$ cat config.mk
export PLATFORM = sky130hd
export DESIGN_NAME = biquad_cascade_filter
export DESIGN_NICKNAME = d
export VERILOG_FILES = /design/src/bqc_pkg.sv /design/src/biquad_cascade_filter.sv
export SDC_FILE = /design/constraint.sdc
export NUM_CORES = 2
export LEC_CHECK = 0
export ABC_AREA = 1
export BUFFER_PORTS_ARGS = -buffer_cell sky130_fd_sc_hd__buf_2
export CAP_MARGIN = 20
export CORE_AREA = 2 2 276 278
export CTS_CLUSTER_DIAMETER = 100
export CTS_CLUSTER_SIZE = 8
export DETAILED_ROUTE_END_ITERATION = 7
export DIE_AREA = 0 0 278 280
export GPL_TIMING_DRIVEN = 1
export PLACE_DENSITY = 0.81
export REMOVE_ABC_BUFFERS = 1
export SLEW_MARGIN = 25
export SYNTH_ARGS = -nofsm -noshare
export SYNTH_HDL_FRONTEND = slang
export SYNTH_SLANG_ARGS = --single-unit
$ cat constraint.sdc
create_clock -name i_clk -period 9.95 [get_ports i_clk]
set_clock_uncertainty 0.05 [all_clocks]
set_input_delay 1.99 -clock i_clk [delete_from_list [all_inputs] [get_ports i_clk]]
set_output_delay 1.99 -clock i_clk [all_outputs]
set_load 0.05 [all_outputs]
$ cat src/bqc_pkg.sv
`timescale 1ns / 1ps
// ----------------------------------------------------------------------------
// bqc_pkg
// shared types and constants of the biquad cascade filter
// ----------------------------------------------------------------------------
package bqc_pkg;

    // apb register map, one 64-bit register every 8 bytes
    localparam int ADDR_W = 6;
    localparam int DATA_W = 64;

    localparam logic [2:0] REG_B0    = 3'd0;
    localparam logic [2:0] REG_B1    = 3'd1;
    localparam logic [2:0] REG_B2    = 3'd2;
    localparam logic [2:0] REG_A1    = 3'd3;
    localparam logic [2:0] REG_A2    = 3'd4;
    localparam logic [2:0] REG_SHIFT = 3'd5;
    localparam logic [2:0] REG_NSEC  = 3'd6;

    localparam logic [19:0] SHIFT_RESET = 20'd473550;
    localparam logic [2:0]  NSEC_RESET  = 3'd1;

    localparam logic [4:0] SHIFT_MIN = 5'd1;
    localparam logic [4:0] SHIFT_MAX = 5'd30;

    // multiply-accumulate steps of one section
    localparam logic [2:0] STEP_B0 = 3'd0;
    localparam logic [2:0] STEP_B1 = 3'd1;
    localparam logic [2:0] STEP_B2 = 3'd2;
    localparam logic [2:0] STEP_A1 = 3'd3;
    localparam logic [2:0] STEP_A2 = 3'd4;

    typedef enum logic [1:0] {
        ST_IDLE,
        ST_MAC,
        ST_FIN,
        ST_WB
    } t_state;

endpackage

$ cat src/biquad_cascade_filter.sv
`timescale 1ns / 1ps
// ----------------------------------------------------------------------------
// biquad_cascade_filter
// cascade of up to four direct-form-I biquads on one shared 16x16 mac
// ----------------------------------------------------------------------------
// usage
//   input request: i_valid / o_ready with i_sample_in, taken while idle
//   output request: o_valid / i_ready with o_sample_out, held in an output
//   register so the next sample can be taken while a result waits
//   config: apb port, 64-bit registers at byte address 8*index, pready tied
//   high; write registers only while no sample is in flight
// timing
//   each section runs five products through the single shared multiplier,
//   one final accumulate, then one shift and history write-back; a sample
//   passes the sections in turn, and no new sample is taken until the
//   last write-back is done and the filter is back in idle
// reset
//   synchronous, active low; coefficients zero, shift 14 in every section,
//   one section, all history reads as zero (per-entry valid bits)
// stall
//   if a result still waits when the next one is done, the last
//   write-back holds until the receiver takes the old result
// ----------------------------------------------------------------------------
module biquad_cascade_filter #(
    parameter int MAX_SECTIONS = 4
) (
    input  logic                        i_clk,
    input  logic                        i_rst_n,
    // sample input
    input  logic                        i_valid,
    output logic                        o_ready,
    input  logic signed [15:0]          i_sample_in,
    // filtered output
    output logic                        o_valid,
    input  logic                        i_ready,
    output logic signed [15:0]          o_sample_out,
    // apb configuration
    input  logic                        psel,
    input  logic                        penable,
    input  logic                        pwrite,
    input  logic [bqc_pkg::ADDR_W-1:0]  paddr,
    input  logic [bqc_pkg::DATA_W-1:0]  pwdata,
    output logic [bqc_pkg::DATA_W-1:0]  prdata,
    output logic                        pready
);

    localparam int SW = (MAX_SECTIONS > 1) ? $clog2(MAX_SECTIONS) : 1;

    // ------------------------------------------------------------------
    // configuration registers
    // ------------------------------------------------------------------
    logic [63:0] r_b0, r_b1, r_b2, r_a1, r_a2;
    logic [19:0] r_shift;
    logic [2:0]  r_nsec;
    logic        cfg_wr;
    logic [2:0]  cfg_idx;

    assign pready  = 1'b1;
    assign cfg_wr  = psel & penable & pwrite;
    assign cfg_idx = paddr[5:3];

    always_ff @(posedge i_clk) begin
        if (!i_rst_n) begin
            r_b0    <= '0;
            r_b1    <= '0;
            r_b2    <= '0;
            r_a1    <= '0;
            r_a2    <= '0;
            r_shift <= bqc_pkg::SHIFT_RESET;
            r_nsec  <= bqc_pkg::NSEC_RESET;
        end else if (cfg_wr) begin
            unique case (cfg_idx)
                bqc_pkg::REG_B0:    r_b0    <= pwdata;
                bqc_pkg::REG_B1:    r_b1    <= pwdata;
                bqc_pkg::REG_B2:    r_b2    <= pwdata;
                bqc_pkg::REG_A1:    r_a1    <= pwdata;
                bqc_pkg::REG_A2:    r_a2    <= pwdata;
                bqc_pkg::REG_SHIFT: r_shift <= pwdata[19:0];
                bqc_pkg::REG_NSEC:  r_nsec  <= pwdata[2:0];
                default: ; // unmapped address, write dropped
            endcase
        end
    end

    // register read-back
    always_comb begin
        unique case (cfg_idx)
            bqc_pkg::REG_B0:    prdata = r_b0;
            bqc_pkg::REG_B1:    prdata = r_b1;
            bqc_pkg::REG_B2:    prdata = r_b2;
            bqc_pkg::REG_A1:    prdata = r_a1;
            bqc_pkg::REG_A2:    prdata = r_a2;
            bqc_pkg::REG_SHIFT: prdata = {44'd0, r_shift};
            bqc_pkg::REG_NSEC:  prdata = {61'd0, r_nsec};
            default:            prdata = '0;
        endcase
    end

    // ------------------------------------------------------------------
    // control state
    // ------------------------------------------------------------------
    bqc_pkg::t_state r_state, n_state;
    logic [SW-1:0]   r_sec;     // section being worked on
    logic [2:0]      r_step;    // mac step within the section
    logic            r_out_valid;
    logic signed [15:0] r_out;

    // sections in use, clamped to 1..MAX_SECTIONS
    logic [2:0]    n_eff;
    logic [SW-1:0] last_idx;
    logic          is_last;
    logic          out_free;

    always_comb begin
        n_eff = r_nsec;
        if (r_nsec == 3'd0)
            n_eff = 3'd1;
        else if (r_nsec > 3'(MAX_SECTIONS))
            n_eff = 3'(MAX_SECTIONS);
    end

    assign last_idx = SW'(n_eff - 3'd1);
    assign is_last  = (r_sec == last_idx);
    assign out_free = !r_out_valid || i_ready;

    // ------------------------------------------------------------------
    // history memory: one entry per section, {x1, x2, y1, y2}
    // entries not yet written read as zero through the valid bits
    // ------------------------------------------------------------------
    logic [63:0]   r_hist_mem [MAX_SECTIONS];
    logic [MAX_SECTIONS-1:0] r_hist_vld;
    logic [63:0]   r_rd_data;
    logic          r_rd_ok;
    logic          rd_en;
    logic [SW-1:0] rd_addr;
    logic          wr_en;
    logic [63:0]   wr_data;
    logic [63:0]   hist;

    always_ff @(posedge i_clk) begin
        if (wr_en)
            r_hist_mem[r_sec] <= wr_data;
        if (rd_en)
            r_rd_data <= r_hist_mem[rd_addr];
    end

    always_ff @(posedge i_clk) begin
        if (!i_rst_n) begin
            r_hist_vld <= '0;
            r_rd_ok    <= 1'b0;
        end else begin
            if (wr_en)
                r_hist_vld[r_sec] <= 1'b1;
            if (rd_en)
                r_rd_ok <= r_hist_vld[rd_addr];
        end
    end

    assign hist = r_rd_ok ? r_rd_data : 64'd0;

    // ------------------------------------------------------------------
    // state machine
    // ------------------------------------------------------------------
    always_comb begin
        n_state = r_state;
        unique case (r_state)
            bqc_pkg::ST_IDLE: if (i_valid) n_state = bqc_pkg::ST_MAC;
            bqc_pkg::ST_MAC:  if (r_step == bqc_pkg::STEP_A2) n_state = bqc_pkg::ST_FIN;
            bqc_pkg::ST_FIN:  n_state = bqc_pkg::ST_WB;
            bqc_pkg::ST_WB: begin
                if (!is_last)
                    n_state = bqc_pkg::ST_MAC;
                else if (out_free)
                    n_state = bqc_pkg::ST_IDLE;
            end
            default: n_state = bqc_pkg::ST_IDLE;
        endcase
    end

    // outputs of the state machine
    always_comb begin
        o_ready = 1'b0;
        rd_en   = 1'b0;
        rd_addr = '0;
        wr_en   = 1'b0;
        unique case (r_state)
            bqc_pkg::ST_IDLE: begin
                // keep section 0 history fetched for the next sample
                o_ready = 1'b1;
                rd_en   = 1'b1;
            end
            bqc_pkg::ST_WB: begin
                // write back this section, prefetch the next one
                wr_en   = !is_last || out_free;
                rd_en   = !is_last;
                rd_addr = r_sec + SW'(1);
            end
            default: ;
        endcase
    end

    always_ff @(posedge i_clk) begin
        if (!i_rst_n)
            r_state <= bqc_pkg::ST_IDLE;
        else
            r_state <= n_state;
    end

    // ------------------------------------------------------------------
    // datapath: shared 16x16 multiplier and 32-bit wrapping accumulator
    // ------------------------------------------------------------------
    logic signed [15:0] r_x;        // input of the current section
    logic signed [31:0] r_prod;
    logic               r_sub;      // feedback terms are subtracted
    logic signed [31:0] r_acc;
    logic signed [15:0] mul_a, mul_b;
    logic signed [31:0] mul_p;
    logic signed [31:0] acc_sum;
    logic [4:0]         sec_base;
    logic [4:0]         sh;
    logic signed [31:0] acc_sh;
    logic signed [15:0] y;

    // coefficient and history operand for the current step
    always_comb begin
        case (r_step)
            bqc_pkg::STEP_B0: begin
                mul_a = r_b0[r_sec*16 +: 16];
                mul_b = r_x;
            end
            bqc_pkg::STEP_B1: begin
                mul_a = r_b1[r_sec*16 +: 16];
                mul_b = hist[63:48];
            end
            bqc_pkg::STEP_B2: begin
                mul_a = r_b2[r_sec*16 +: 16];
                mul_b = hist[47:32];
            end
            bqc_pkg::STEP_A1: begin
                mul_a = r_a1[r_sec*16 +: 16];
                mul_b = hist[31:16];
            end
            bqc_pkg::STEP_A2: begin
                mul_a = r_a2[r_sec*16 +: 16];
                mul_b = hist[15:0];
            end
            default: begin
                mul_a = '0;
                mul_b = '0;
            end
        endcase
    end

    assign mul_p   = mul_a * mul_b;
    assign acc_sum = r_sub ? (r_acc - r_prod) : (r_acc + r_prod);

    // shift: clamp to 1..30, last section +1, others -1
    always_comb begin
        sec_base = r_shift[r_sec*5 +: 5];
        if (sec_base < bqc_pkg::SHIFT_MIN)
            sec_base = bqc_pkg::SHIFT_MIN;
        else if (sec_base > bqc_pkg::SHIFT_MAX)
            sec_base = bqc_pkg::SHIFT_MAX;
        sh = is_last ? (sec_base + 5'd1) : (sec_base - 5'd1);
    end

    assign acc_sh  = r_acc >>> sh;
    assign y       = acc_sh[15:0];
    assign wr_data = {r_x, hist[63:48], y, hist[31:16]};

    always_ff @(posedge i_clk) begin
        if (!i_rst_n) begin
            r_sec  <= '0;
            r_step <= bqc_pkg::STEP_B0;
        end else begin
            unique case (r_state)
                bqc_pkg::ST_IDLE: begin
                    if (i_valid) begin
                        r_sec  <= '0;
                        r_step <= bqc_pkg::STEP_B0;
                    end
                end
                bqc_pkg::ST_MAC: r_step <= r_step + 3'd1;
                bqc_pkg::ST_WB: begin
                    if (!is_last) begin
                        r_sec  <= r_sec + SW'(1);
                        r_step <= bqc_pkg::STEP_B0;
                    end
                end
                default: ;
            endcase
        end
    end

    always_ff @(posedge i_clk) begin
        if (r_state == bqc_pkg::ST_IDLE && i_valid)
            r_x <= i_sample_in;
        else if (wr_en)
            r_x <= y;       // section output feeds the next section
        if (r_state == bqc_pkg::ST_MAC) begin
            r_prod <= mul_p;
            r_sub  <= (r_step == bqc_pkg::STEP_A1) || (r_step == bqc_pkg::STEP_A2);
            r_acc  <= (r_step == bqc_pkg::STEP_B0) ? 32'sd0 : acc_sum;
        end else if (r_state == bqc_pkg::ST_FIN) begin
            r_acc  <= acc_sum;
        end
        if (wr_en && is_last)
            r_out <= y;
    end

    // output register
    always_ff @(posedge i_clk) begin
        if (!i_rst_n)
            r_out_valid <= 1'b0;
        else if (wr_en && is_last)
            r_out_valid <= 1'b1;
        else if (i_ready)
            r_out_valid <= 1'b0;
    end

    assign o_valid      = r_out_valid;
    assign o_sample_out = r_out;

endmodule

==> metrics.txt <==
status complete, but fails checks; failing checks DRC; hold_sp r_hist_vld[3]$_SDFFE_PN0P_; Post-Route WL 138100 um; ys async rst share 0%; slowest CP cell inv_2; via count 40960; WP data arrival 9160 ps; cell mode on critical path fa_1; cell row count 101; Tightest Pin Transition 1069 ps; Seq/Total Area, Yosys 41.93%; hold path depth 2; RePlAce Congestion 0.9439; Startpoint Class register; Required @ worst endpoint 10310 ps; met2 Track Usage GR 56.15%; Clock transition at path regs 50 ps; Setup TNS 0 ps; Worst R2R Start r_step[0]$_SDFFE_PN0P_; routed vias/inst 6.230; placed wire-length estimate 88540 um; worst path buffer plus inverter count 7; Initial Util 62.32%; Worst R2R End r_prod[30]$_DFFE_PP_; normalized max-slew margin 28.70%; post-synthesis sequential element count 773; final setup fails 0; H-tree Lvls 3; clk sinks 773; MaxCap Viol Count 0; largest net degree at the start of global routing 158; Nets 6030; DR WL/cell 21.00 um; initial antenna violation count 17; CTS Buf Count 106; drt first pass iters 8; P&R area growth vs syn 9.472%; final-report hold violation count 0; CTS tree done; I/O pins 176; Max Freq 0.1137 GHz; die width 278 um; synth warn 0; initial DRC count 5926; PostCTS Resize Cnt 0; met3 GRT Util 6.620%; CTS Buffer Depth 3; first-pass GRT wire length 215300 um; Worst Path Max Fanout 31; residual DRC count 1; RSZ-0062 raised after global routing false; reg2reg setup slack 1150 ps; final slew viol count 0; Worst Setup End Kind register; Crit Path Category register to register; Mapped Cells 5497; antenna viol nets, final 0; CP max stage delay 730 ps; Synth Area per Inst 8.524 um2; Buffers on Ports 171; Min-Delay Path Class register to register; number of synthesized flops with an enable pin 417; GR Util All Layers 35.27%; grt met1 use 46.02%; layout cell share with drive strength beyond 1 8.226%; insertion delay to the later sink of the worst-skew pair 680 ps; CTS root buffer clkbuf_16; Post-CTS Setup Bufs 0; CORE AREA 0.07519 mm2; Tcrit/Tclk final 88.42%; vias in the first global route 39810; Synth cell types 61; # hold bufs at CTS 0; die height 280 um; main flop type after synthesis edfxtp_1; GRT busiest layer met2; full die area 0.07784 mm2; Tmin final 8797 ps; global route overflow 0; Endpoint, Worst Hold r_hist_vld[3]$_SDFFE_PN0P_; Post-Syn Area 0.04686 mm2; r2r worst-path depth 29; family with the most delay on the worst path adder cells
==> layout make-up <==
cell class                      count  area (um2)
Fill cell                        5729       23900
Multi-Input combinational cell   3613       22930
Sequential cell                   773       19650
Inverter                          804        3027
Clock buffer                      140        2833
Timing Repair Buffer              246        1464
Tap cell                          978        1224
Clock inverter                      4       120.1
Antenna cell                       17       42.54
==> cell families (layout without fill, tap and decap cells) <==
family                     count (synthesis)  count (layout)  synth area share [%]
AOI/OAI and AO/OA                       1177            1177                 14.92
and+or+nand+nor                         1965            1965                 17.61
xor gates and xnor gates                  77              77                 1.455
buffers and inverters                   1111            1194                 9.330
adders and majority gates                393             393                 14.74
DFF                                      773             773                 41.93
other                                      1              18              0.008003
==> sequential cells by signal (all words and copies together), names as in the netlist <==
| name | count |
|---|---|
| o_sample_out | 16 |
| o_valid | 1 |
| r_a1 | 64 |
| r_a2 | 64 |
| r_acc | 32 |
| r_b0 | 64 |
| r_b1 | 64 |
| r_b2 | 64 |
| r_hist_mem | 256 |
| r_hist_vld | 4 |
| r_nsec | 3 |
| r_prod | 32 |
| r_rd_data | 64 |
| r_rd_ok | 1 |
| r_sec | 2 |
| r_shift | 20 |
| r_state | 2 |
| r_step | 3 |
| r_sub | 1 |
| r_x | 16 |
==> synth_stat cells, types with 11 or more instances <==
cell	n	area [um2]
a22o_1	14	122.6
o32ai_1	64	560.5
clkbuf_1	211	792.0
inv_1	785	2947
nand2_1	760	2853
nor3_1	17	85.08
nand2_2	18	112.6
xor2_1	49	429.2
o21ai_0	511	2557
and2_1	22	137.6
edfxtp_1	417	12520
fa_1	265	5305
buf_4	13	97.59
buf_1	17	63.81
ha_1	128	1602
xnor2_1	27	236.5
nand3_1	336	1682
o2111ai_1	13	113.9
nand3_2	14	140.1
o22ai_1	95	594.3
a221o_1	17	170.2
nor2_1	741	2781
a221oi_1	97	849.6
a21oi_1	300	1501
dfxtp_1	356	7127
o211ai_1	11	82.58
nand4_1	19	118.9
inv_2	15	56.30
buf_2	57	285.3
==> worst max path at each step <==
stage	end	start	depth (start not counted)
floorplan	r_rd_data[0]$_DFFE_PP_	r_sec[0]$_SDFFE_PN0P_	4
global placement	r_prod[30]$_DFFE_PP_	r_step[0]$_SDFFE_PN0P_	29
detailed placement	r_prod[30]$_DFFE_PP_	r_step[0]$_SDFFE_PN0P_	29
CTS	r_prod[30]$_DFFE_PP_	r_step[0]$_SDFFE_PN0P_	29
global route	r_prod[30]$_DFFE_PP_	r_step[0]$_SDFFE_PN0P_	33
finish	r_prod[30]$_DFFE_PP_	r_step[0]$_SDFFE_PN0P_	29
==> metrics by stage <==
step	setup WS [ps]	util [%]	hold WS (ps)	cells	cell area (um2)
global placement	1514	64.20	385.4	6413	48280
detailed placement	1418	64.22	394.4	6413	48280
floorplan	468.9	-	376.8	5190	45510
global route	894.1	68.21	430.8	6573	51290
finish	1153	68.22	408.9	6575	51290
CTS	1394	68.14	409.1	6557	51240
==> worst min-delay path: stages, from the launching register on <==
cell and delay, ps:
dfxtp_1 290, inv_1 60, a21oi_1 60
==> layout by cell type, fill, tap and decap left out, types with 9 or more instances in the layout <==
cell / count
a21oi_1: 300
a221o_1: 17
a221oi_1: 97
a22o_1: 14
a31oi_1: 9
and2_1: 22
buf_2: 170
buf_4: 70
clkbuf_1: 31
clkbuf_16: 108
dfxtp_1: 354
diode_2: 17
edfxtp_1: 417
fa_1: 265
ha_1: 128
inv_1: 777
inv_2: 21
nand2_1: 759
nand2_2: 18
nand3_1: 336
nand3_2: 14
nand4_1: 19
nor2_1: 734
nor3_1: 16
nor3_4: 9
nor4_1: 9
o2111ai_1: 13
o211ai_1: 11
o21ai_0: 511
o22ai_1: 95
o32ai_1: 64
xnor2_1: 26
xor2_1: 49
==> layer usage <==
layer | up-vias | wire length (um)
li1 | 18360 | -
met1 | 19390 | 51060
met2 | 2667 | 63050
met3 | 548 | 16200
met4 | 2 | 7772
met5 | - | 14
Power is left out: the tool's default activity adds up to more than one toggle a clock period on the data nets, which glitch-free logic cannot reach.
